`config.mk`:
```
export PLATFORM = sky130hd
export DESIGN_NAME = timed_event_step_splitter_unit_flat
export DESIGN_NICKNAME = d
export VERILOG_FILES = /design/src/rtl/tess_pkg.sv /design/src/rtl/tess_if.sv /design/src/rtl/tess_div.sv /design/src/rtl/tess_front.sv /design/src/rtl/tess_queue.sv /design/src/rtl/tess_back.sv /design/src/rtl/timed_event_step_splitter_unit.sv /design/src/flat_wrapper.sv
export SDC_FILE = /design/constraint.sdc
export NUM_CORES = 1
export LEC_CHECK = 0
export ABC_CLOCK_PERIOD_IN_PS = 10450
export BUFFER_PORTS_ARGS = -buffer_cell sky130_fd_sc_hd__buf_2
export CORE_MARGIN = 2
export CORE_UTILIZATION = 44
export CTS_CLUSTER_DIAMETER = 200
export DETAILED_ROUTE_END_ITERATION = 7
export HOLD_SLACK_MARGIN = 0.1
export PLACE_DENSITY = 0.66
export SYNTH_ARGS = -nofsm -noshare
export SYNTH_HDL_FRONTEND = slang
export SYNTH_SLANG_ARGS = --single-unit
export TNS_END_PERCENT = 20
```
`constraint.sdc`:
```
create_clock -name clk -period 10.45 [get_ports clk]
set_input_delay 1.045 -clock clk [delete_from_list [all_inputs] [get_ports clk]]
set_output_delay 1.045 -clock clk [all_outputs]
set_load 0.05 [all_outputs]
```
`src/rtl/tess_pkg.sv`:
```
`default_nettype none
// ----------------------------------------------------------------------------
// tess_pkg
// Widths, the reset step length and the queue word type of the step splitter.
// ----------------------------------------------------------------------------
package tess_pkg;

  localparam int TAG_W  = 8;
  localparam int TIME_W = 32;
  localparam int DUR_W  = 32;
  localparam int VAL_W  = 8;
  localparam int N_VALS = 6;
  localparam int LEN_W  = 20;
  localparam logic [LEN_W-1:0] LEN_RESET = 20'd50000;

  // step count up to 64, remainder of the time split below the step count
  localparam int STEP_W = 7;
  // divider: dividend holds 2*duration + length, shifted divisor holds n << 31
  localparam int REM_W  = 34;
  localparam int Q_W    = 32;
  localparam int DSH_W  = STEP_W + Q_W - 1;
  localparam int CNT_W  = 6;

  typedef logic [N_VALS-1:0][VAL_W-1:0] vals_t;

  typedef struct packed {
    logic [TAG_W-1:0]  tag;
    logic [LEN_W-1:0]  len;
    logic [TIME_W-1:0] prev;
    logic              neg;
    logic [Q_W-1:0]    quo;
    logic [STEP_W-1:0] rem;
    logic [STEP_W-1:0] n;
    logic              clipped;
    vals_t             vals;
  } entry_t;

endpackage
`default_nettype wire

```
`src/rtl/tess_if.sv`:
```
`default_nettype none
// ----------------------------------------------------------------------------
// tess_evt_if / tess_row_if
// Valid/ready channels for input events and output tick rows.
// ----------------------------------------------------------------------------
interface tess_evt_if;
  logic        valid;
  logic        ready;
  logic [7:0]  in_tag;
  logic [31:0] in_duration;
  logic [31:0] in_end_time;
  logic [7:0]  in_value_0;
  logic [7:0]  in_value_1;
  logic [7:0]  in_value_2;
  logic [7:0]  in_value_3;
  logic [7:0]  in_value_4;
  logic [7:0]  in_value_5;

  modport source (
    output valid, in_tag, in_duration, in_end_time,
    output in_value_0, in_value_1, in_value_2, in_value_3, in_value_4, in_value_5,
    input  ready
  );
  modport sink (
    input  valid, in_tag, in_duration, in_end_time,
    input  in_value_0, in_value_1, in_value_2, in_value_3, in_value_4, in_value_5,
    output ready
  );
endinterface

interface tess_row_if;
  logic        valid;
  logic        ready;
  logic [7:0]  out_tag;
  logic [19:0] out_step_length;
  logic [31:0] out_time;
  logic [7:0]  out_value_0;
  logic [7:0]  out_value_1;
  logic [7:0]  out_value_2;
  logic [7:0]  out_value_3;
  logic [7:0]  out_value_4;
  logic [7:0]  out_value_5;
  logic        last;
  logic        clipped;

  modport source (
    output valid, out_tag, out_step_length, out_time,
    output out_value_0, out_value_1, out_value_2, out_value_3, out_value_4, out_value_5,
    output last, clipped,
    input  ready
  );
  modport sink (
    input  valid, out_tag, out_step_length, out_time,
    input  out_value_0, out_value_1, out_value_2, out_value_3, out_value_4, out_value_5,
    input  last, clipped,
    output ready
  );
endinterface
`default_nettype wire

```
`src/rtl/tess_div.sv`:
```
`default_nettype none
// ----------------------------------------------------------------------------
// tess_div
// Restoring divider, one quotient bit per cycle, caller sets the bit count.
// ----------------------------------------------------------------------------
module tess_div (
  input  wire logic                        clk,
  input  wire logic                        rst_n,
  input  wire logic                        start,
  input  wire logic [tess_pkg::REM_W-1:0]  num,
  input  wire logic [tess_pkg::DSH_W-1:0]  dsh,
  input  wire logic [tess_pkg::CNT_W-1:0]  bits,
  output logic                             done,
  output logic [tess_pkg::Q_W-1:0]         quo,
  output logic [tess_pkg::REM_W-1:0]       rem
);

  logic                         busy_r;
  logic                         done_r;
  logic [tess_pkg::CNT_W-1:0]   cnt_r;
  logic [tess_pkg::REM_W-1:0]   rem_r;
  logic [tess_pkg::DSH_W-1:0]   dsh_r;
  logic [tess_pkg::Q_W-1:0]     quo_r;
  logic                         ge;

  assign ge   = tess_pkg::DSH_W'(rem_r) >= dsh_r;
  assign done = done_r;
  assign quo  = quo_r;
  assign rem  = rem_r;

  always_ff @(posedge clk) begin
    if (!rst_n) begin
      busy_r <= 1'b0;
      done_r <= 1'b0;
      cnt_r  <= '0;
    end else if (start) begin
      busy_r <= 1'b1;
      done_r <= 1'b0;
      cnt_r  <= bits;
    end else if (busy_r) begin
      cnt_r <= cnt_r - 1'b1;
      if (cnt_r == tess_pkg::CNT_W'(1)) begin
        busy_r <= 1'b0;
        done_r <= 1'b1;
      end
    end else begin
      done_r <= 1'b0;
    end
  end

  always_ff @(posedge clk) begin
    if (start) begin
      rem_r <= num;
      dsh_r <= dsh;
      quo_r <= '0;
    end else if (busy_r) begin
      if (ge) begin
        rem_r <= rem_r - dsh_r[tess_pkg::REM_W-1:0];
      end
      dsh_r <= dsh_r >> 1;
      quo_r <= {quo_r[tess_pkg::Q_W-2:0], ge};
    end
  end

endmodule
`default_nettype wire

```
`src/rtl/tess_front.sv`:
```
`default_nettype none
// ----------------------------------------------------------------------------
// tess_front
// Accept events, work out step count and time split, queue words if count > 0.
// ----------------------------------------------------------------------------
module tess_front #(
  parameter int MAX_STEPS = 64
) (
  input  wire logic                          clk,
  input  wire logic                          rst_n,
  tess_evt_if.sink                           in_evt,
  input  wire logic                          cfg_we,
  input  wire logic [tess_pkg::LEN_W-1:0]    cfg_wdata,
  output logic                               ent_valid,
  input  wire logic                          ent_ready,
  output tess_pkg::entry_t                   ent
);

  localparam logic [2:0] ST_IDLE  = 3'd0;
  localparam logic [2:0] ST_LIM   = 3'd1;
  localparam logic [2:0] ST_CHK   = 3'd2;
  localparam logic [2:0] ST_STEPS = 3'd3;
  localparam logic [2:0] ST_DIFF  = 3'd4;
  localparam logic [2:0] ST_PUSH  = 3'd5;

  localparam int LIM_MUL = 2 * (MAX_STEPS + 1);
  localparam logic [tess_pkg::STEP_W-1:0] N_MAX = tess_pkg::STEP_W'(MAX_STEPS);

  logic [2:0]                     state_r, state_nxt;
  logic [tess_pkg::TIME_W-1:0]    prev_r;
  logic [tess_pkg::LEN_W-1:0]     len_r;

  logic [tess_pkg::TAG_W-1:0]     tag_r;
  logic [tess_pkg::DUR_W-1:0]     dur_r;
  logic [tess_pkg::TIME_W-1:0]    end_r;
  tess_pkg::vals_t                vals_r;
  logic [tess_pkg::LEN_W-1:0]     len_eff_r;
  logic [tess_pkg::TIME_W-1:0]    prev_snap_r;
  logic [tess_pkg::REM_W-1:0]     num_r;
  logic [tess_pkg::REM_W-1:0]     lim_r;
  logic [tess_pkg::TIME_W-1:0]    mag_r;
  logic                           neg_r;
  logic [tess_pkg::STEP_W-1:0]    n_r;
  logic                           clip_r;
  logic [tess_pkg::Q_W-1:0]       quo_r;
  logic [tess_pkg::STEP_W-1:0]    rem_r;

  logic                           accept;
  logic                           div_start;
  logic [tess_pkg::REM_W-1:0]     div_num;
  logic [tess_pkg::DSH_W-1:0]     div_dsh;
  logic [tess_pkg::CNT_W-1:0]     div_bits;
  logic                           div_done;
  logic [tess_pkg::Q_W-1:0]       div_quo;
  logic [tess_pkg::REM_W-1:0]     div_rem;
  logic                           over;
  logic [tess_pkg::STEP_W-1:0]    n_sel;

  assign in_evt.ready = (state_r == ST_IDLE);
  assign accept       = in_evt.valid && in_evt.ready;
  assign over         = num_r >= lim_r;
  assign n_sel        = (state_r == ST_CHK) ? N_MAX : div_quo[tess_pkg::STEP_W-1:0];

  always_comb begin
    state_nxt = state_r;
    div_start = 1'b0;
    div_num   = tess_pkg::REM_W'(mag_r);
    div_dsh   = tess_pkg::DSH_W'(n_sel) << (tess_pkg::Q_W - 1);
    div_bits  = tess_pkg::CNT_W'(tess_pkg::Q_W);
    case (state_r)
      ST_IDLE: begin
        if (accept) state_nxt = ST_LIM;
      end
      ST_LIM: state_nxt = ST_CHK;
      ST_CHK: begin
        div_start = 1'b1;
        if (over) begin
          state_nxt = ST_DIFF;
        end else begin
          div_num   = num_r;
          div_dsh   = tess_pkg::DSH_W'({len_eff_r, 1'b0}) << (tess_pkg::STEP_W - 1);
          div_bits  = tess_pkg::CNT_W'(tess_pkg::STEP_W);
          state_nxt = ST_STEPS;
        end
      end
      ST_STEPS: begin
        if (div_done) begin
          if (n_sel == '0) begin
            state_nxt = ST_IDLE;
          end else begin
            div_start = 1'b1;
            state_nxt = ST_DIFF;
          end
        end
      end
      ST_DIFF: begin
        if (div_done) state_nxt = ST_PUSH;
      end
      ST_PUSH: begin
        if (ent_ready) state_nxt = ST_IDLE;
      end
      default: state_nxt = ST_IDLE;
    endcase
  end

  always_ff @(posedge clk) begin
    if (!rst_n) begin
      state_r <= ST_IDLE;
      prev_r  <= '0;
      len_r   <= tess_pkg::LEN_RESET;
    end else begin
      state_r <= state_nxt;
      if (accept) prev_r <= in_evt.in_end_time;
      if (cfg_we) len_r <= cfg_wdata;
    end
  end

  always_ff @(posedge clk) begin
    if (accept) begin
      tag_r       <= in_evt.in_tag;
      dur_r       <= in_evt.in_duration;
      end_r       <= in_evt.in_end_time;
      vals_r      <= {in_evt.in_value_5, in_evt.in_value_4, in_evt.in_value_3,
                      in_evt.in_value_2, in_evt.in_value_1, in_evt.in_value_0};
      len_eff_r   <= (len_r == '0) ? tess_pkg::LEN_W'(1) : len_r;
      prev_snap_r <= prev_r;
    end
    if (state_r == ST_LIM) begin
      num_r <= tess_pkg::REM_W'({dur_r, 1'b0}) + tess_pkg::REM_W'(len_eff_r);
      lim_r <= tess_pkg::REM_W'(len_eff_r) * tess_pkg::REM_W'(LIM_MUL);
      neg_r <= end_r < prev_snap_r;
      mag_r <= (end_r < prev_snap_r) ? prev_snap_r - end_r : end_r - prev_snap_r;
    end
    if (state_r == ST_CHK) begin
      clip_r <= over;
      if (over) n_r <= N_MAX;
    end
    if (state_r == ST_STEPS && div_done) n_r <= n_sel;
    if (state_r == ST_DIFF && div_done) begin
      quo_r <= div_quo;
      rem_r <= div_rem[tess_pkg::STEP_W-1:0];
    end
  end

  tess_div u_div (
    .clk   (clk),
    .rst_n (rst_n),
    .start (div_start),
    .num   (div_num),
    .dsh   (div_dsh),
    .bits  (div_bits),
    .done  (div_done),
    .quo   (div_quo),
    .rem   (div_rem)
  );

  assign ent_valid   = (state_r == ST_PUSH);
  assign ent.tag     = tag_r;
  assign ent.len     = len_eff_r;
  assign ent.prev    = prev_snap_r;
  assign ent.neg     = neg_r;
  assign ent.quo     = quo_r;
  assign ent.rem     = rem_r;
  assign ent.n       = n_r;
  assign ent.clipped = clip_r;
  assign ent.vals    = vals_r;

endmodule
`default_nettype wire

```
`src/rtl/tess_queue.sv`:
```
`default_nettype none
// ----------------------------------------------------------------------------
// tess_queue
// Two-word queue between the front and the back.
// ----------------------------------------------------------------------------
module tess_queue (
  input  wire logic              clk,
  input  wire logic              rst_n,
  input  wire logic              wr_valid,
  output logic                   wr_ready,
  input  tess_pkg::entry_t       wr_data,
  output logic                   rd_valid,
  input  wire logic              rd_ready,
  output tess_pkg::entry_t       rd_data
);

  tess_pkg::entry_t mem_r [2];
  logic             wr_ptr_r;
  logic             rd_ptr_r;
  logic [1:0]       cnt_r;
  logic             push;
  logic             pop;

  assign wr_ready = (cnt_r != 2'd2);
  assign rd_valid = (cnt_r != 2'd0);
  assign push     = wr_valid && wr_ready;
  assign pop      = rd_valid && rd_ready;
  assign rd_data  = mem_r[rd_ptr_r];

  always_ff @(posedge clk) begin
    if (!rst_n) begin
      wr_ptr_r <= 1'b0;
      rd_ptr_r <= 1'b0;
      cnt_r    <= 2'd0;
    end else begin
      if (push) wr_ptr_r <= ~wr_ptr_r;
      if (pop) rd_ptr_r <= ~rd_ptr_r;
      cnt_r <= cnt_r + {1'b0, push} - {1'b0, pop};
    end
  end

  always_ff @(posedge clk) begin
    if (push) mem_r[wr_ptr_r] <= wr_data;
  end

endmodule
`default_nettype wire

```
`src/rtl/tess_back.sv`:
```
`default_nettype none
// ----------------------------------------------------------------------------
// tess_back
// Take queued words, emit one tick row per cycle unless stalled, registered.
// ----------------------------------------------------------------------------
module tess_back (
  input  wire logic              clk,
  input  wire logic              rst_n,
  input  wire logic              ent_valid,
  output logic                   ent_ready,
  input  tess_pkg::entry_t       ent,
  tess_row_if.source             out_row
);

  tess_pkg::entry_t               cur_r;
  logic                           busy_r;
  logic [tess_pkg::STEP_W-1:0]    s_r;
  logic [tess_pkg::STEP_W-1:0]    acc_r;
  logic [tess_pkg::TIME_W-1:0]    t_r;
  logic [tess_pkg::Q_W-1:0]       q1_r;

  logic                           out_valid_r;
  logic [tess_pkg::TAG_W-1:0]     out_tag_r;
  logic [tess_pkg::LEN_W-1:0]     out_len_r;
  logic [tess_pkg::TIME_W-1:0]    out_time_r;
  tess_pkg::vals_t                out_vals_r;
  logic                           out_last_r;
  logic                           out_clip_r;

  logic [tess_pkg::STEP_W:0]      acc_sum;
  logic                           carry;
  logic [tess_pkg::STEP_W-1:0]    acc_nxt;
  logic [tess_pkg::Q_W-1:0]       inc;
  logic [tess_pkg::TIME_W-1:0]    t_nxt;
  logic                           emit;
  logic                           is_last;
  logic                           load;

  assign ent_ready = !busy_r;
  assign load      = ent_valid && !busy_r;
  assign emit      = busy_r && (!out_valid_r || out_row.ready);
  assign is_last   = (s_r == cur_r.n);

  always_comb begin
    acc_sum = {1'b0, acc_r} + {1'b0, cur_r.rem};
    carry   = acc_sum >= {1'b0, cur_r.n};
    acc_nxt = carry ? tess_pkg::STEP_W'(acc_sum - {1'b0, cur_r.n})
                    : acc_sum[tess_pkg::STEP_W-1:0];
    inc     = carry ? q1_r : cur_r.quo;
    t_nxt   = cur_r.neg ? t_r - inc : t_r + inc;
  end

  always_ff @(posedge clk) begin
    if (!rst_n) begin
      busy_r      <= 1'b0;
      out_valid_r <= 1'b0;
    end else begin
      if (load) begin
        busy_r <= 1'b1;
      end else if (emit && is_last) begin
        busy_r <= 1'b0;
      end
      if (emit) begin
        out_valid_r <= 1'b1;
      end else if (out_row.ready) begin
        out_valid_r <= 1'b0;
      end
    end
  end

  always_ff @(posedge clk) begin
    if (load) begin
      cur_r <= ent;
      q1_r  <= ent.quo + 1'b1;
      t_r   <= ent.prev;
      acc_r <= '0;
      s_r   <= tess_pkg::STEP_W'(1);
    end else if (emit) begin
      t_r   <= t_nxt;
      acc_r <= acc_nxt;
      s_r   <= s_r + 1'b1;
    end
    if (emit) begin
      out_tag_r  <= cur_r.tag;
      out_len_r  <= cur_r.len;
      out_time_r <= t_nxt;
      out_vals_r <= is_last ? cur_r.vals : '0;
      out_last_r <= is_last;
      out_clip_r <= cur_r.clipped;
    end
  end

  assign out_row.valid           = out_valid_r;
  assign out_row.out_tag         = out_tag_r;
  assign out_row.out_step_length = out_len_r;
  assign out_row.out_time        = out_time_r;
  assign out_row.out_value_0     = out_vals_r[0];
  assign out_row.out_value_1     = out_vals_r[1];
  assign out_row.out_value_2     = out_vals_r[2];
  assign out_row.out_value_3     = out_vals_r[3];
  assign out_row.out_value_4     = out_vals_r[4];
  assign out_row.out_value_5     = out_vals_r[5];
  assign out_row.last            = out_last_r;
  assign out_row.clipped         = out_clip_r;

`ifndef SYNTH
  a_step_range: assert property (@(posedge clk) disable iff (!rst_n)
    busy_r |-> (s_r != '0) && (s_r <= cur_r.n))
    else $error("tick index outside step count");

  a_acc_below_n: assert property (@(posedge clk) disable iff (!rst_n)
    busy_r |-> acc_r < cur_r.n)
    else $error("split remainder not below step count");

  a_last_frees: assert property (@(posedge clk) disable iff (!rst_n)
    emit && is_last |=> !busy_r && out_row.last)
    else $error("run did not end on its final row");

  a_zero_vals: assert property (@(posedge clk) disable iff (!rst_n)
    out_valid_r && !out_last_r |-> out_vals_r == '0)
    else $error("payload on a row that is not final");
`endif

endmodule
`default_nettype wire

```
`src/rtl/timed_event_step_splitter_unit.sv`:
```
`default_nettype none
// ----------------------------------------------------------------------------
// timed_event_step_splitter_unit
// Split timed events into tick rows with interpolated times.
// ----------------------------------------------------------------------------
// An event is taken and then held by the front for its division work: a
// bit-serial division for the rounded step count (skipped when the count
// saturates at MAX_STEPS) and one for splitting the time span; the front
// takes no new event until its word is queued or its count is zero. The
// back emits one row per cycle unless out_row stalls, with a load between
// events, behind a two-word queue, so sustained rate is set by the shared
// divider for short runs and by the row count for long ones. cfg_we
// writes step_length (0 acts as 1); write it only while the block is idle.
// ----------------------------------------------------------------------------
module timed_event_step_splitter_unit #(
  parameter int MAX_STEPS = 64
) (
  input  wire logic                          clk,
  input  wire logic                          rst_n,
  tess_evt_if.sink                           in_evt,
  tess_row_if.source                         out_row,
  input  wire logic                          cfg_we,
  input  wire logic [tess_pkg::LEN_W-1:0]    cfg_wdata
);

  logic              f_valid;
  logic              f_ready;
  tess_pkg::entry_t  f_data;
  logic              b_valid;
  logic              b_ready;
  tess_pkg::entry_t  b_data;

  tess_front #(
    .MAX_STEPS (MAX_STEPS)
  ) u_front (
    .clk       (clk),
    .rst_n     (rst_n),
    .in_evt    (in_evt),
    .cfg_we    (cfg_we),
    .cfg_wdata (cfg_wdata),
    .ent_valid (f_valid),
    .ent_ready (f_ready),
    .ent       (f_data)
  );

  tess_queue u_queue (
    .clk      (clk),
    .rst_n    (rst_n),
    .wr_valid (f_valid),
    .wr_ready (f_ready),
    .wr_data  (f_data),
    .rd_valid (b_valid),
    .rd_ready (b_ready),
    .rd_data  (b_data)
  );

  tess_back u_back (
    .clk       (clk),
    .rst_n     (rst_n),
    .ent_valid (b_valid),
    .ent_ready (b_ready),
    .ent       (b_data),
    .out_row   (out_row)
  );

endmodule
`default_nettype wire
```
`src/flat_wrapper.sv`:
```
// flat-port wrapper written by rule: the top's interface ports become plain ports
module timed_event_step_splitter_unit_flat 
#(
  parameter int MAX_STEPS = 64
)
  (clk, rst_n, cfg_we, cfg_wdata, in_evt_valid, in_evt_in_tag, in_evt_in_duration, in_evt_in_end_time, in_evt_in_value_0, in_evt_in_value_1, in_evt_in_value_2, in_evt_in_value_3, in_evt_in_value_4, in_evt_in_value_5, in_evt_ready, out_row_valid, out_row_out_tag, out_row_out_step_length, out_row_out_time, out_row_out_value_0, out_row_out_value_1, out_row_out_value_2, out_row_out_value_3, out_row_out_value_4, out_row_out_value_5, out_row_last, out_row_clipped, out_row_ready);
  tess_evt_if in_evt_i ();
  tess_row_if out_row_i ();
  input  wire logic clk;
  input  wire logic rst_n;
  input  wire logic cfg_we;
  input  wire logic [tess_pkg::LEN_W-1:0] cfg_wdata;
  input wire logic [$bits(in_evt_i.valid)-1:0] in_evt_valid;
  input wire logic [$bits(in_evt_i.in_tag)-1:0] in_evt_in_tag;
  input wire logic [$bits(in_evt_i.in_duration)-1:0] in_evt_in_duration;
  input wire logic [$bits(in_evt_i.in_end_time)-1:0] in_evt_in_end_time;
  input wire logic [$bits(in_evt_i.in_value_0)-1:0] in_evt_in_value_0;
  input wire logic [$bits(in_evt_i.in_value_1)-1:0] in_evt_in_value_1;
  input wire logic [$bits(in_evt_i.in_value_2)-1:0] in_evt_in_value_2;
  input wire logic [$bits(in_evt_i.in_value_3)-1:0] in_evt_in_value_3;
  input wire logic [$bits(in_evt_i.in_value_4)-1:0] in_evt_in_value_4;
  input wire logic [$bits(in_evt_i.in_value_5)-1:0] in_evt_in_value_5;
  output wire logic [$bits(in_evt_i.ready)-1:0] in_evt_ready;
  output wire logic [$bits(out_row_i.valid)-1:0] out_row_valid;
  output wire logic [$bits(out_row_i.out_tag)-1:0] out_row_out_tag;
  output wire logic [$bits(out_row_i.out_step_length)-1:0] out_row_out_step_length;
  output wire logic [$bits(out_row_i.out_time)-1:0] out_row_out_time;
  output wire logic [$bits(out_row_i.out_value_0)-1:0] out_row_out_value_0;
  output wire logic [$bits(out_row_i.out_value_1)-1:0] out_row_out_value_1;
  output wire logic [$bits(out_row_i.out_value_2)-1:0] out_row_out_value_2;
  output wire logic [$bits(out_row_i.out_value_3)-1:0] out_row_out_value_3;
  output wire logic [$bits(out_row_i.out_value_4)-1:0] out_row_out_value_4;
  output wire logic [$bits(out_row_i.out_value_5)-1:0] out_row_out_value_5;
  output wire logic [$bits(out_row_i.last)-1:0] out_row_last;
  output wire logic [$bits(out_row_i.clipped)-1:0] out_row_clipped;
  input wire logic [$bits(out_row_i.ready)-1:0] out_row_ready;
  assign in_evt_i.valid = in_evt_valid;
  assign in_evt_i.in_tag = in_evt_in_tag;
  assign in_evt_i.in_duration = in_evt_in_duration;
  assign in_evt_i.in_end_time = in_evt_in_end_time;
  assign in_evt_i.in_value_0 = in_evt_in_value_0;
  assign in_evt_i.in_value_1 = in_evt_in_value_1;
  assign in_evt_i.in_value_2 = in_evt_in_value_2;
  assign in_evt_i.in_value_3 = in_evt_in_value_3;
  assign in_evt_i.in_value_4 = in_evt_in_value_4;
  assign in_evt_i.in_value_5 = in_evt_in_value_5;
  assign in_evt_ready = in_evt_i.ready;
  assign out_row_valid = out_row_i.valid;
  assign out_row_out_tag = out_row_i.out_tag;
  assign out_row_out_step_length = out_row_i.out_step_length;
  assign out_row_out_time = out_row_i.out_time;
  assign out_row_out_value_0 = out_row_i.out_value_0;
  assign out_row_out_value_1 = out_row_i.out_value_1;
  assign out_row_out_value_2 = out_row_i.out_value_2;
  assign out_row_out_value_3 = out_row_i.out_value_3;
  assign out_row_out_value_4 = out_row_i.out_value_4;
  assign out_row_out_value_5 = out_row_i.out_value_5;
  assign out_row_last = out_row_i.last;
  assign out_row_clipped = out_row_i.clipped;
  assign out_row_i.ready = out_row_ready;
  timed_event_step_splitter_unit #(.MAX_STEPS(MAX_STEPS)) u_core (.clk(clk), .rst_n(rst_n), .in_evt(in_evt_i), .out_row(out_row_i), .cfg_we(cfg_we), .cfg_wdata(cfg_wdata));
endmodule
```
# [Yosys cells after proc, flatten, opt, wreduce, memory -nomap -nowiden]
# Memories as Yosys holds them, arrays and structs flattened. A register that Yosys moved wholly into a read port is not among the register bits.
# Index checks and enable logic that the tools add are counted.
[op_classes] addsub=13 multipliers=1 n_div=0 magnitude_cmp=4 eq_ne=12 shifts=0 muxes=44 bitwise_logic=4 n_reduce_logical=25
[op_table] operator="$mux W34" n=5
[op_table] operator="$mux W32" n=5
[op_table] operator="$mux W38" n=4
[op_table] operator="$sub A32 B32 Y32" n=3
[op_table] operator="$ge A34 B38 Y1" n=1
[op_table] operator="$mux W7" n=5
[op_table] operator="$add A33 B20 Y34" n=1
[op_table] operator="$ge A34 B28 Y1" n=1
[op_table] operator="$sub A34 B34 Y34" n=1
[op_table] operator="$add A32 B1 Y32 const B" n=1
[op_table] operator="$add A32 B32 Y32" n=1
[op_table] operator="$lt A32 B32 Y1" n=1
[op_table] operator="$mul A20 B7 Y27 const B" n=1
[op_table] operator="$mux W6" n=4
[op_table] operator="$logic_not A20 Y1" n=1
[op_table] operator="$mux W3" n=6
[op_table] operator="$pmux W3 S6" n=1
[op_table] operator="$reduce_bool A2 Y1" n=8
[op_table] operator="$mux W1" n=13
[op_table] operator="$add A7 B7 Y8" n=1
[op_table] operator="$ge A8 B7 Y1" n=1
[op_table] operator="$ne A2 B1 Y1 const B" n=4
[op_table] operator="$add A7 B1 Y7 const B" n=1
[op_table] operator="$eq A7 B7 Y1" n=1
[op_table] operator="19 further kinds" n=32
[totals] register_bits=798 latchBits=0 mem_bits_rw=312 romBits=0 in_bits=145 output_inout_bits=112 memories=1
[mem_list] memory="u_core.u_queue.mem_r" depth=2 word_bits=156 read_ports=1 rd_ports_with_merged_regs=1 wr=1 line_no="tess_queue.sv:17" source="tess_pkg::entry_t mem_r [2];"

# [Depth between registers and ports, before layout]
# Gate-level depths: netlist (run 1).
[logic_depth] depth_word=8 depth_mapped=26 depth_no_buf=25

# [Hierarchy]
# From an unflattened synthesis (run 1), not the netlist that was laid out.
[hier_totals] cells_unflattened=3883 hier_area_um2=51119.0
[by_module_without_submodules] module="tess_front" n_inst=1 cells_each=1544 area_each_um2=18341.3
[by_module_without_submodules] module="tess_back" n_inst=1 cells_each=1125 area_each_um2=14692.8
[by_module_without_submodules] module="tess_queue" n_inst=1 cells_each=515 area_each_um2=11552.3
[by_module_without_submodules] module="tess_div" n_inst=1 cells_each=699 area_each_um2=6532.5

# [Least setup slack after synthesis (run 1)]
# Ideal clock, no wire load.
[synth_path] path_kind="register to register" start="register u_core.u_front.state_r[2]" end="memory u_core.u_queue.mem_r[0][0] in the netlist's numbering, enable pin" setup_time_ns=0.675 arrival_ns=7.370 t_required_ns=9.775 path_slack_ns=2.405 path_stages_with_launch=5 n_path_buf=1 path_cell_list="dfxtp_1 > clkbuf_1 > nor2b_1 > nand3_1 > nor2_1"
[synth_via] elab_chain_len=4
[synth_rtl] item="start: declaration" line_no="tess_front.sv:29" source="logic [2:0] state_r, state_nxt;"
[synth_rtl] item="start signal: assignment" line_no="tess_front.sv:112" source="state_r <= state_nxt;"
[synth_rtl] item="$eq A3 B3 Y1" line_no="tess_front.sv:157" source="assign ent_valid = (state_r == ST_PUSH);"
[synth_rtl] item="$logic_and A1 B1 Y1" line_no="tess_queue.sv:26" source="assign push = wr_valid && wr_ready;"
[synth_rtl] item="$mux W1" line_no="tess_queue.sv:43" source="if (push) mem_r[wr_ptr_r] <= wr_data;"
[synth_rtl] item="$mux W1 (not written as such)" line_no="tess_queue.sv:43"
[synth_rtl] item="end: declaration" line_no="tess_queue.sv:17"
# Every way passes these cells.

# [Final worst setup path (run 1)]
[layout_path] start="register u_core.u_back.cur_r[56] in the netlist's numbering" end="register u_core.u_back.t_r[31] in the netlist's numbering (data pin)"
[layout_via] elab_chain_len=7 elab_cells_between_ends=8
[layout_rtl] item="start: declaration" line_no="tess_back.sv:15" source="tess_pkg::entry_t cur_r;"
[layout_rtl] item="start signal: assignment" line_no="tess_back.sv:73" source="cur_r <= ent;"
[layout_rtl] item="$add A7 B7 Y8 (*)" line_no="tess_back.sv:45" source="acc_sum = {1'b0, acc_r} + {1'b0, cur_r.rem};"
[layout_rtl] item="$ge A8 B7 Y1 (*)" line_no="tess_back.sv:46" source="carry = acc_sum >= {1'b0, cur_r.n};"
[layout_rtl] item="$mux W32 (*)" line_no="tess_back.sv:49" source="inc = carry ? q1_r : cur_r.quo;"
[layout_rtl] item="$add A32 B32 Y32 or $sub A32 B32 Y32 (tied branches)" line_no="tess_back.sv:50" source="t_nxt = cur_r.neg ? t_r - inc : t_r + inc;"
[layout_rtl] item="$mux W32 (*)" line_no="tess_back.sv:50"
[layout_rtl] item="$mux W32 (*)" line_no="tess_back.sv:78" source="end else if (emit) begin"
[layout_rtl] item="$mux W32 (*)" line_no="tess_back.sv:72" source="if (load) begin"
[layout_rtl] item="end signal: assignment" line_no="tess_back.sv:75" source="t_r <= ent.prev;"
[layout_rtl] item="end signal: assignment" line_no="tess_back.sv:79" source="t_r <= t_nxt;"
[layout_rtl] item="end: declaration" line_no="tess_back.sv:19" source="logic [tess_pkg::TIME_W-1:0] t_r;"
# Mark *: on every way between the ends. The rest lies on a longest branch, timed or not. The select of a mux whose other input is x is not followed.
# A chain may end at the register's enable or synchronous reset.

==> results of run 1 <==
worst register-to-register path: stages, from the launching register on:
cell and delay [ps]:
edfxtp_1 370, ha_1 240, fa_1 410, a21o_1 190, a21oi_1 220, o21bai_1 100
a21oi_1 180, xnor2_1 100, ha_1 340, nand3_1 110, o21ai_0 610, nor2_4 270
buf_4 330, o21ai_0 550, nor2_1 110, xor2_1 190, ha_1 390, nand4_1 230
a2111oi_0 570, o2111ai_1 270, a21oi_1 320, o41ai_2 130, a21oi_1 180, o22ai_1 130
nor3_1 220, o31ai_1 120
power by group through the flow:
stage                     Combinational (mW)  Clock, mW  Sequential [mW]
after floorplan                         4.87          0             7.06
after global placement                  7.11          0             6.62
after detailed placement                7.22          0             6.63
after CTS                               7.26       4.35             6.55
after global routing                    7.94       4.52             6.61
final                                   7.21       4.26             6.54
registers in the layout, indices dropped and copies added (netlist names), 34 cells and up, named ones only:
signal and cells:
u_core.u_front.u_div.dsh_r 38, u_core.u_front.num_r 34, u_core.u_front.ent 48, u_core.u_queue.mem_r 312, u_core.u_front.u_div.rem 34, u_core.u_back.cur_r 124
layer usage:
layer	GRT usage, %	wire length [um]	vias to the layer above
li1	-	-	14200
met1	27.2	51900	14600
met2	31.8	54200	729
met3	2.57	5240	141
met4	5.19	2380	2
met5	0	13	-
stage by stage:
stage / util, % / total power [mW]
final: 50.4 / 18.0
after CTS: 50.4 / 18.2
after floorplan: - / 11.9
after global routing: 50.4 / 19.1
after detailed placement: 46.8 / 13.8
after global placement: 46.8 / 13.7
kinds of logic (layout without fill, tap and decap cells):
group | count (synthesis) | in the layout | synth area share [%]
flip-flops | 1110 | 1110 | 64.7
XOR/XNOR | 221 | 221 | 3.89
AO/OA/AOI/OAI | 724 | 724 | 9.54
adder cells (fa/ha/maj) | 229 | 229 | 5.88
multiplexers | 234 | 234 | 4.99
AND/OR/NAND/NOR | 839 | 839 | 8.14
buffers and inverters | 355 | 709 | 2.85
synth_stat cells (7+ instances only):
cell	n	area [sq um]
clkbuf_1	94	353
o21ai_0	145	726
a31oi_1	28	175
nand3_1	53	265
fa_1	8	160
inv_1	209	785
o21bai_1	17	128
nor4_1	24	150
o31ai_1	16	120
edfxtp_1	994	29800
buf_1	11	41.3
o21ai_1	10	50.1
a22o_1	7	61.3
buf_2	31	155
nand4_1	28	175
and4_1	7	61.3
a22oi_1	21	158
nor2b_1	33	206
or2_2	9	56.3
nand2b_1	27	169
a21o_1	89	668
a221o_1	8	80.1
a21oi_1	213	1070
nand2_1	259	972
and2_1	66	413
xor2_1	84	736
o21a_1	31	233
o211ai_1	16	120
mux2i_1	127	1270
a211o_1	8	70.1
nor3_1	43	215
xnor2_1	137	1200
o2111ai_1	7	61.3
a211oi_1	21	158
nor2_1	217	815
mux2_2	106	1190
and3_1	19	119
dfxtp_1	116	2320
ha_1	221	2770
or3_1	21	131
worst max-delay path by stage:
| stage | startpoint | endpoint | slack, ps | cells after the start |
|---|---|---|---|---|
| 3_5_place_dp | u_core.u_back.cur_r[56] | u_core.u_back.t_r[31] | 3400 | 25 |
| 3_3_place_gp | u_core.u_back.cur_r[56] | u_core.u_back.t_r[31] | 3520 | 25 |
| 6_report | u_core.u_back.cur_r[56] | u_core.u_back.t_r[31] | 3280 | 25 |
| 4_1_cts | u_core.u_back.cur_r[56] | u_core.u_back.t_r[31] | 3350 | 25 |
| 2_1_floorplan | u_core.u_front.state_r[2] | u_core.u_queue.mem_r[0][0] | 2410 | 4 |
| 5_1_grt | u_core.u_back.cur_r[56] | u_core.u_back.t_r[31] | 2710 | 25 |
cell type report:
| type | count | area, sq um | share of cell area, % |
|---|---|---|---|
| clock buffer | 146 | 3090 | 5.47 |
| inverter | 210 | 808 | 1.43 |
| multi-input combinational | 2247 | 16200 | 28.6 |
| clock inverter | 67 | 905 | 1.60 |
| sequential | 1110 | 32200 | 56.9 |
| timing repair buffer | 286 | 1520 | 2.68 |
| tap | 1500 | 1880 | 3.32 |
==> impl_metrics.yaml, run 1 <==
timing:
  tightest_slew_ps: 1150
  period_share_pct: 68.7
  hold_ws_ps: 416
  slew_headroom_pct: 23.3
  hold_violations: 0
  worst_clock_skew_ps: 36.6
  tns_ps: 0
  drv_slew: 0
  max_freq_ghz: 0.139
  rsz0062_at_grt: "no"
  setup_viol: 0
  layout_min_cycle_time_ps: 7170
  fin_ws_ps: 3280
detailed_routing:
  drt-total-wl_um: 114000
  first_iter_violations: 2135
  wl_per_cell_um: 20.4
  vias_per_cell: 5.34
  final_antenna_net_count: 0
  dr.pass1.iters: 5
  drc: 0
  vias: 29700
power_and_ir_drop:
  power.internal_mw: 11.2
  power.density_nw_per_um2: 318
  switchingPower_mw: 6.79
  combPwrFrac_pct: 40.0
  power.share.clock_pct: 23.7
  leakage_nw: 20.9
  netSwitchingFraction_pct: 37.7
  ir_drop_v: 0.000291
  p_seq_share_pct: 36.3
critical_path:
  r2r_slack_ps: 3280
  critPathTopFamily: "compound AO/OA/AOI/OAI gates"
  end_kind: "register"
  slowest_delay_ps: 610
  slowest_stage: "o21ai_0"
  worstPathMaxFanout: 26
  worstReg2RegEnd: "u_core.u_back.t_r[31]"
  crit_top_cell: "a21oi_1"
  reg2regPathDepth: 25
  arrival_ps: 7580
  r2r_start: "u_core.u_back.cur_r[56]"
  cp_num_buf_inv: 1
  critPathKind: "register to register"
  critPathRequiredTime_ps: 10850
  worstSetupStartpointType: "register"
layout:
  final_cells: 5566
  fin_nets: 4341
  diodes: 0
  drive_above_1_share_pct: 15.7
  fillers: 9752
  final_cell_mix: "994 x edfxtp_1, 258 x nand2_1, 256 x buf_2"
  fin_area_sq_um: 56600
  final_common_cell: "edfxtp_1"
  syn2layout_area_growth_pct: 13.8
yosys:
  synth_nets: 4086
  synth_cells: 3712
  syn_avg_cell_area_sq_um: 13.4
  synth_area_sq_um: 49700
  ys_types: 93
  synthArstFlopShare_pct: 0
  synth-seq-cells: 1110
  yosys_warnings: 0
  synth_edf_count: 994
  synth_flop_cell: "edfxtp_1"
  ys_seq_area_share_pct: 64.7
min_path:
  min_path_type: "register to register"
  hold_start: "u_core.u_back.cur_r[145]"
  whs_path_depth: 0
  min_delay_worst_endpoint: "u_core.u_back.out_row.out_step_length[17]"
floorplanning:
  start_util_pct: 44.3
  ios: 257
  rows: 123
  dieArea_sq_um: 116000
  die_x_um: 340
  die_h_um: 340
  placeableCoreArea_sq_um: 112000
clock_tree:
  htreeDepth: 3
  clockRootBuffer: "clkbuf_16"
  cts_setup_buffers: 0
  cts_buffer_depth: 3
  clk_pin_slew_ps: 60
  cts_tree: "built"
  cts_sinks: 1110
  cts_resized: 0
  cts_made_buffers: 112
  ctsHoldBuffers: 0
  clk_latency_ps: 710
global_routing:
  grt_overflow_total: 0
  grt_pass1_vias: 29100
  grt_max_degree: 143
  antenna_found_initial: 4
  grt_use_total_pct: 19.4
  grt_first_pass_wirelength_um: 173000
place:
  portBuffers: 256
  hpwlAfterDp_um: 78500
  dp_cells: 5353
  placed_area_sq_um: 52600
  globalplace.congestion: 0.902
  dpl_worst_slack_ps: 3400
flow_run:
  maxCapViolations: 0
status:
  status: "finished, final reports clean"
(Power assumes the default switching activity.)
==> run 2, diff against run 1 <==
Settings changed: ABC_CLOCK_PERIOD_IN_PS 10450 to 6900.
Clock period 10.45 ns to 6.9 ns, I/O delays scaled along.
==> run 2 against run 1 <==
Clock-buffer cell count is 9 higher. Worst setup slack worse by 2700 ps. Die area is the same. Total power grew 52%. Sequential power rose by 53%. Largest cell class unchanged.
==> impl_metrics.yaml, run 2 (same netlist as run 1, synthesis figures left out) <==
timing:
  max_freq_ghz: 0.158
  hold_violations: 0
  setup_viol: 0
  tns_ps: 0
  rsz0062_at_grt: "no"
  worst_clock_skew_ps: 40.4
  hold_ws_ps: 156
  drv_slew: 0
  period_share_pct: 91.6
  tightest_slew_ps: 1070
  layout_min_cycle_time_ps: 6320
  slew_headroom_pct: 28.6
layout:
  final_cells: 5573
  largest_register: "u_core.u_queue.mem_r"
  final_cell_mix: "994 x edfxtp_1, 258 x nand2_1, 256 x buf_2"
  final_common_cell: "edfxtp_1"
  fin_nets: 4346
  fillers: 9718
  syn2layout_area_growth_pct: 13.6
  drive_above_1_share_pct: 15.5
  largest_reg_flops: 312
critical_path:
  startpoint: "u_core.u_back.cur_r[56]"
  worstSetupStartpointType: "register"
  worstPathMaxFanout: 14
  critPathRequiredTime_ps: 7290
  r2r_start: "u_core.u_back.cur_r[56]"
  critPathKind: "register to register"
  end_kind: "register"
  reg2regPathDepth: 25
  arrival_ps: 6710
detailed_routing:
  dr.pass1.iters: 5
  drt-total-wl_um: 115000
  final_antenna_net_count: 0
  wl_per_cell_um: 20.7
  drc: 0
  vias: 29700
  vias_per_cell: 5.32
  first_iter_violations: 2222
place:
  portBuffers: 256
  dp_cells: 5359
  hpwlAfterDp_um: 80600
  globalplace.congestion: 0.907
global_routing:
  grt_overflow_total: 0
  grt_first_pass_wirelength_um: 175000
  antenna_found_initial: 6
  grt_max_degree: 129
  grt_pass1_vias: 29100
  grt_use_total_pct: 19.6
floorplanning:
  placeableCoreArea_sq_um: 112000
  ios: 257
  rows: 123
  die_h_um: 340
  dieArea_sq_um: 116000
  die_x_um: 340
  start_util_pct: 44.3
power_and_ir_drop:
  leakage_nw: 20.9
  fin_total_pwr_mw: 27.3
  power.density_nw_per_um2: 484
  ir_drop_v: 0.000399
flow_run:
  maxCapViolations: 0
min_path:
  min_path_type: "primary input to register"
  whs_path_depth: 1
  hold_start: "in_evt_in_tag[2]"
clock_tree:
  cts_tree: "built"
  clockRootBuffer: "clkbuf_16"
  htreeDepth: 3
  cts_setup_buffers: 0
  cts_sinks: 1110
  clk_pin_slew_ps: 60
  cts_buffer_depth: 3
  clk_latency_ps: 710
  cts_made_buffers: 111
status:
  status: "finished, final reports clean"
run 2: worst max-delay path: stages, from the launching register on:
cell	delay, ps
edfxtp_1	370
ha_1	230
fa_1	400
a21o_1	190
a21oi_1	230
o21bai_1	100
a21oi_1	180
xnor2_1	160
ha_1	200
nor3_1	60
a21oi_1	390
nor2_4	180
or3_1	390
o41ai_2	90
a21oi_1	140
xor2_1	190
ha_1	380
nand4_1	230
a2111oi_1	550
o2111ai_1	310
a21oi_1	320
o41ai_2	130
a21oi_1	150
o22ai_1	110
nor3_1	240
o31ai_1	120
run 2: what timing repair did:
item / 4_1_cts / 5_1_grt
setup endpoints to repair: 0 / 3
hold buffers: 0 / 0
gates resized for setup: 0 / 3
run 2: where the power goes:
part	internal, mW	switching [mW]	total [mW]
Sequential	9.33	0.654	9.99
Clock	3.66	2.55	6.21
Combinational	3.94	7.18	11.1
Total	16.9	10.4	27.3
run 2: path summary, 6_finish.rpt:
path              slack [ps]                                         to
setup / recovery         580                      u_core.u_back.t_r[31]
hold / removal           160                    u_core.u_front.tag_r[2]
setup reg to reg         580                      u_core.u_back.t_r[31]
hold reg to reg          410  u_core.u_back.out_row.out_step_length[19]
run 2: through the flow:
step	setup WS (ps)	util, %	instance area [sq um]
after CTS	415	50.3	56500
after floorplan	-1140	-	49700
after global routing	68.9	50.3	56500
after detailed placement	501	46.9	52600
after global placement	577	46.9	52600
final	577	50.3	56500
run 2: layout make-up:
type / count / area [sq um] / share of cell area (%)
sequential: 1110 / 32200 / 57.0
multi-input combinational: 2247 / 16200 / 28.7
clock buffer: 155 / 3130 / 5.53
tap: 1500 / 1880 / 3.32
timing repair buffer: 292 / 1590 / 2.81
inverter: 210 / 808 / 1.43
clock inverter: 57 / 692 / 1.23
antenna: 2 / 5.00 / 0.00886
run 2: routing by layer:
metal | part of all wire [%] | global-route usage, % | up-vias
met5 | 0.019 | 0 | -
met4 | 1.8 | 5.03 | 4
met1 | 47 | 28.3 | 14600
li1 | - | - | 14300
met3 | 4.8 | 2.49 | 123
met2 | 47 | 31.5 | 642
==> run 3, diff against run 2 <==
Settings changed: ABC_AREA from default to 1.
==> run 3 against run 2 <==
Clock skew up 49 ps. Register-to-register slack better by 210 ps. Via count up 11%. Core utilization up 0.93 points. Worst setup slack better by 210 ps. Routed wire length up 6.1%. Largest cell class unchanged.
==> impl_metrics.yaml, run 3 <==
status:
  status: "finished, final reports clean"
critical_path:
  slowest_delay_ps: 490
  crit_top_cell: "nand2_1"
  worstSetupStartpointType: "register"
  critPathKind: "register to register"
  slowest_stage: "o21ai_0"
  critPathRequiredTime_ps: 7360
  arrival_ps: 6580
  worstPathMaxFanout: 30
  end_kind: "register"
  reg2regPathDepth: 32
layout:
  final_util_pct: 51.2
  fin_area_sq_um: 57700
  fin_nets: 5306
  largest_reg_flops: 312
  final_cell_mix: "994 x edfxtp_1, 951 x nand2_1, 555 x inv_1"
  final_common_cell: "edfxtp_1"
  fillers: 9843
  drive_above_1_share_pct: 11.0
  largest_register: "u_core.u_queue.mem_r"
  syn2layout_area_growth_pct: 15.0
clock_tree:
  clockRootBuffer: "clkbuf_16"
  cts_sinks: 1110
  htreeDepth: 3
  cts_tree: "built"
  clk_latency_ps: 740
  cts_resized: 0
  cts_made_buffers: 112
  clk_pin_slew_ps: 60
  cts_setup_buffers: 0
  cts_buffer_depth: 3
yosys:
  synth_largest_area_cell: "edfxtp_1"
  synth_cells: 4580
  netlist.area_leader.share_pct: 59.4
  synth_flop_cell: "edfxtp_1"
  synthArstFlopShare_pct: 0
  synth_edf_count: 994
  yosysMostFrequentCell: "edfxtp_1"
  synth_nets: 4954
  yosys-top-cells-count: "994 x edfxtp_1, 951 x nand2_1, 556 x inv_1"
  ys_seq_area_share_pct: 64.0
  synthTopCellsByArea: "edfxtp_1 59%, nand2_1 7.1%, ha_1 5.5%"
  synth-seq-cells: 1110
  syn_avg_cell_area_sq_um: 11.0
  yosys_warnings: 0
  ys_types: 60
  synth_area_sq_um: 50200
detailed_routing:
  drt-total-wl_um: 122000
  dr.pass1.iters: 5
  final_antenna_net_count: 0
  vias_per_cell: 5.06
  drc: 0
  vias: 33100
  first_iter_violations: 2603
  wl_per_cell_um: 18.7
floorplanning:
  ios: 257
  placeableCoreArea_sq_um: 113000
  die_x_um: 342
  die_h_um: 342
  start_util_pct: 44.5
  rows: 123
  dieArea_sq_um: 117000
min_path:
  whs_path_depth: 1
  min_path_type: "primary input to register"
timing:
  tightest_slew_ps: 1270
  drv_slew: 0
  slew_headroom_pct: 15.2
  setup_viol: 0
  period_share_pct: 88.6
  layout_min_cycle_time_ps: 6110
  worst_clock_skew_ps: 89.3
  max_freq_ghz: 0.164
  hold_violations: 0
  rsz0062_at_grt: "no"
  tns_ps: 0
global_routing:
  grt_overflow_total: 0
  grt_pass1_vias: 32400
  grt_first_pass_wirelength_um: 186000
  antenna_found_initial: 6
  grt_max_degree: 96
  grt_use_total_pct: 20.6
place:
  globalplace.congestion: 0.908
  hpwlAfterDp_um: 87100
  portBuffers: 256
  placed_area_sq_um: 53200
flow_run:
  maxCapViolations: 0
[run 3: cell count changes after synthesis, sizes merged, moves of 58 or more]
cell	delta
a21o	-73
and2	-61
inv	+352
mux2	-107
mux2i	-120
nand2	+704
nand3	+82
nor2	+197
o21ai	+104
xnor2	-88
xor2	+58
[run 3: worst paths after layout]
check / startpoint / to / slack (ps)
setup / recovery: u_core.u_back.cur_r[56] / u_core.u_back.out_row.out_time[21] / 790
hold / removal: in_evt_in_value_1[7] / u_core.u_front.ent[15] / 150
hold reg to reg: u_core.u_front.prev_r[1] / u_core.u_front.prev_snap_r[1] / 370
setup reg to reg: u_core.u_back.cur_r[56] / u_core.u_back.out_row.out_time[21] / 790
[run 3: routing by layer]
metal | wire, um | track usage (%)
met1 | 53300 | 27.6
met2 | 58600 | 34.2
met3 | 5900 | 3.13
met4 | 4290 | 7.53
met5 | 13 | 0
[run 3: critical path, delay by kind of cell, from the launching register on]
family	cells	cell delay (ps)
AO/OA/AOI/OAI	7	1680
XOR/XNOR	2	280
adder cells (fa/ha/maj)	4	1180
buffers and inverters	2	390
flip-flops	1	370
AND/OR/NAND/NOR	17	1900
[run 3: cell families (layout without fill, tap and decap cells)]
logic type | after synthesis | after routing | share of synthesized area [%]
adders and majority gates | 229 | 229 | 5.82
and+or+nand+nor | 1651 | 1651 | 13.5
buffers and inverters | 693 | 1139 | 5.31
other | 0 | 5 | 0
muxes | 7 | 7 | 0.140
xor gates and xnor gates | 191 | 191 | 3.33
AOI/OAI and AO/OA | 699 | 699 | 7.81
DFF | 1110 | 1110 | 64.0
[run 3: repair_timing]
item / CTS / global route
endpoints found under the hold margin: 76 / 0
hold buffers: 76 / 0
setup endpoints to repair: 0 / 0
[run 3: through the flow]
stage / setup WS [ps] / hold WS (ps) / cells
2_1_floorplan: -988 / 400 / 4580
3_3_place_gp: 937 / 401 / 6242
3_5_place_dp: 883 / 405 / 6242
4_1_cts: 793 / 101 / 6526
5_1_grt: 204 / 107 / 6530
6_report: 786 / 154 / 6531
[run 3: cell type report]
class	count	area, sq um	area share (%)
Inverter	566	2140	3.70
Multi-Input combinational cell	2777	15400	26.7
Antenna cell	5	12.5	0.0217
Sequential cell	1110	32200	55.7
Clock inverter	72	868	1.50
Clock buffer	136	2940	5.10
Timing Repair Buffer	365	2300	3.99
Tap cell	1500	1880	3.25
Power of run 3 is not shown: default switching activity piles up to over one toggle a cycle in this logic, so the estimate is an artifact.
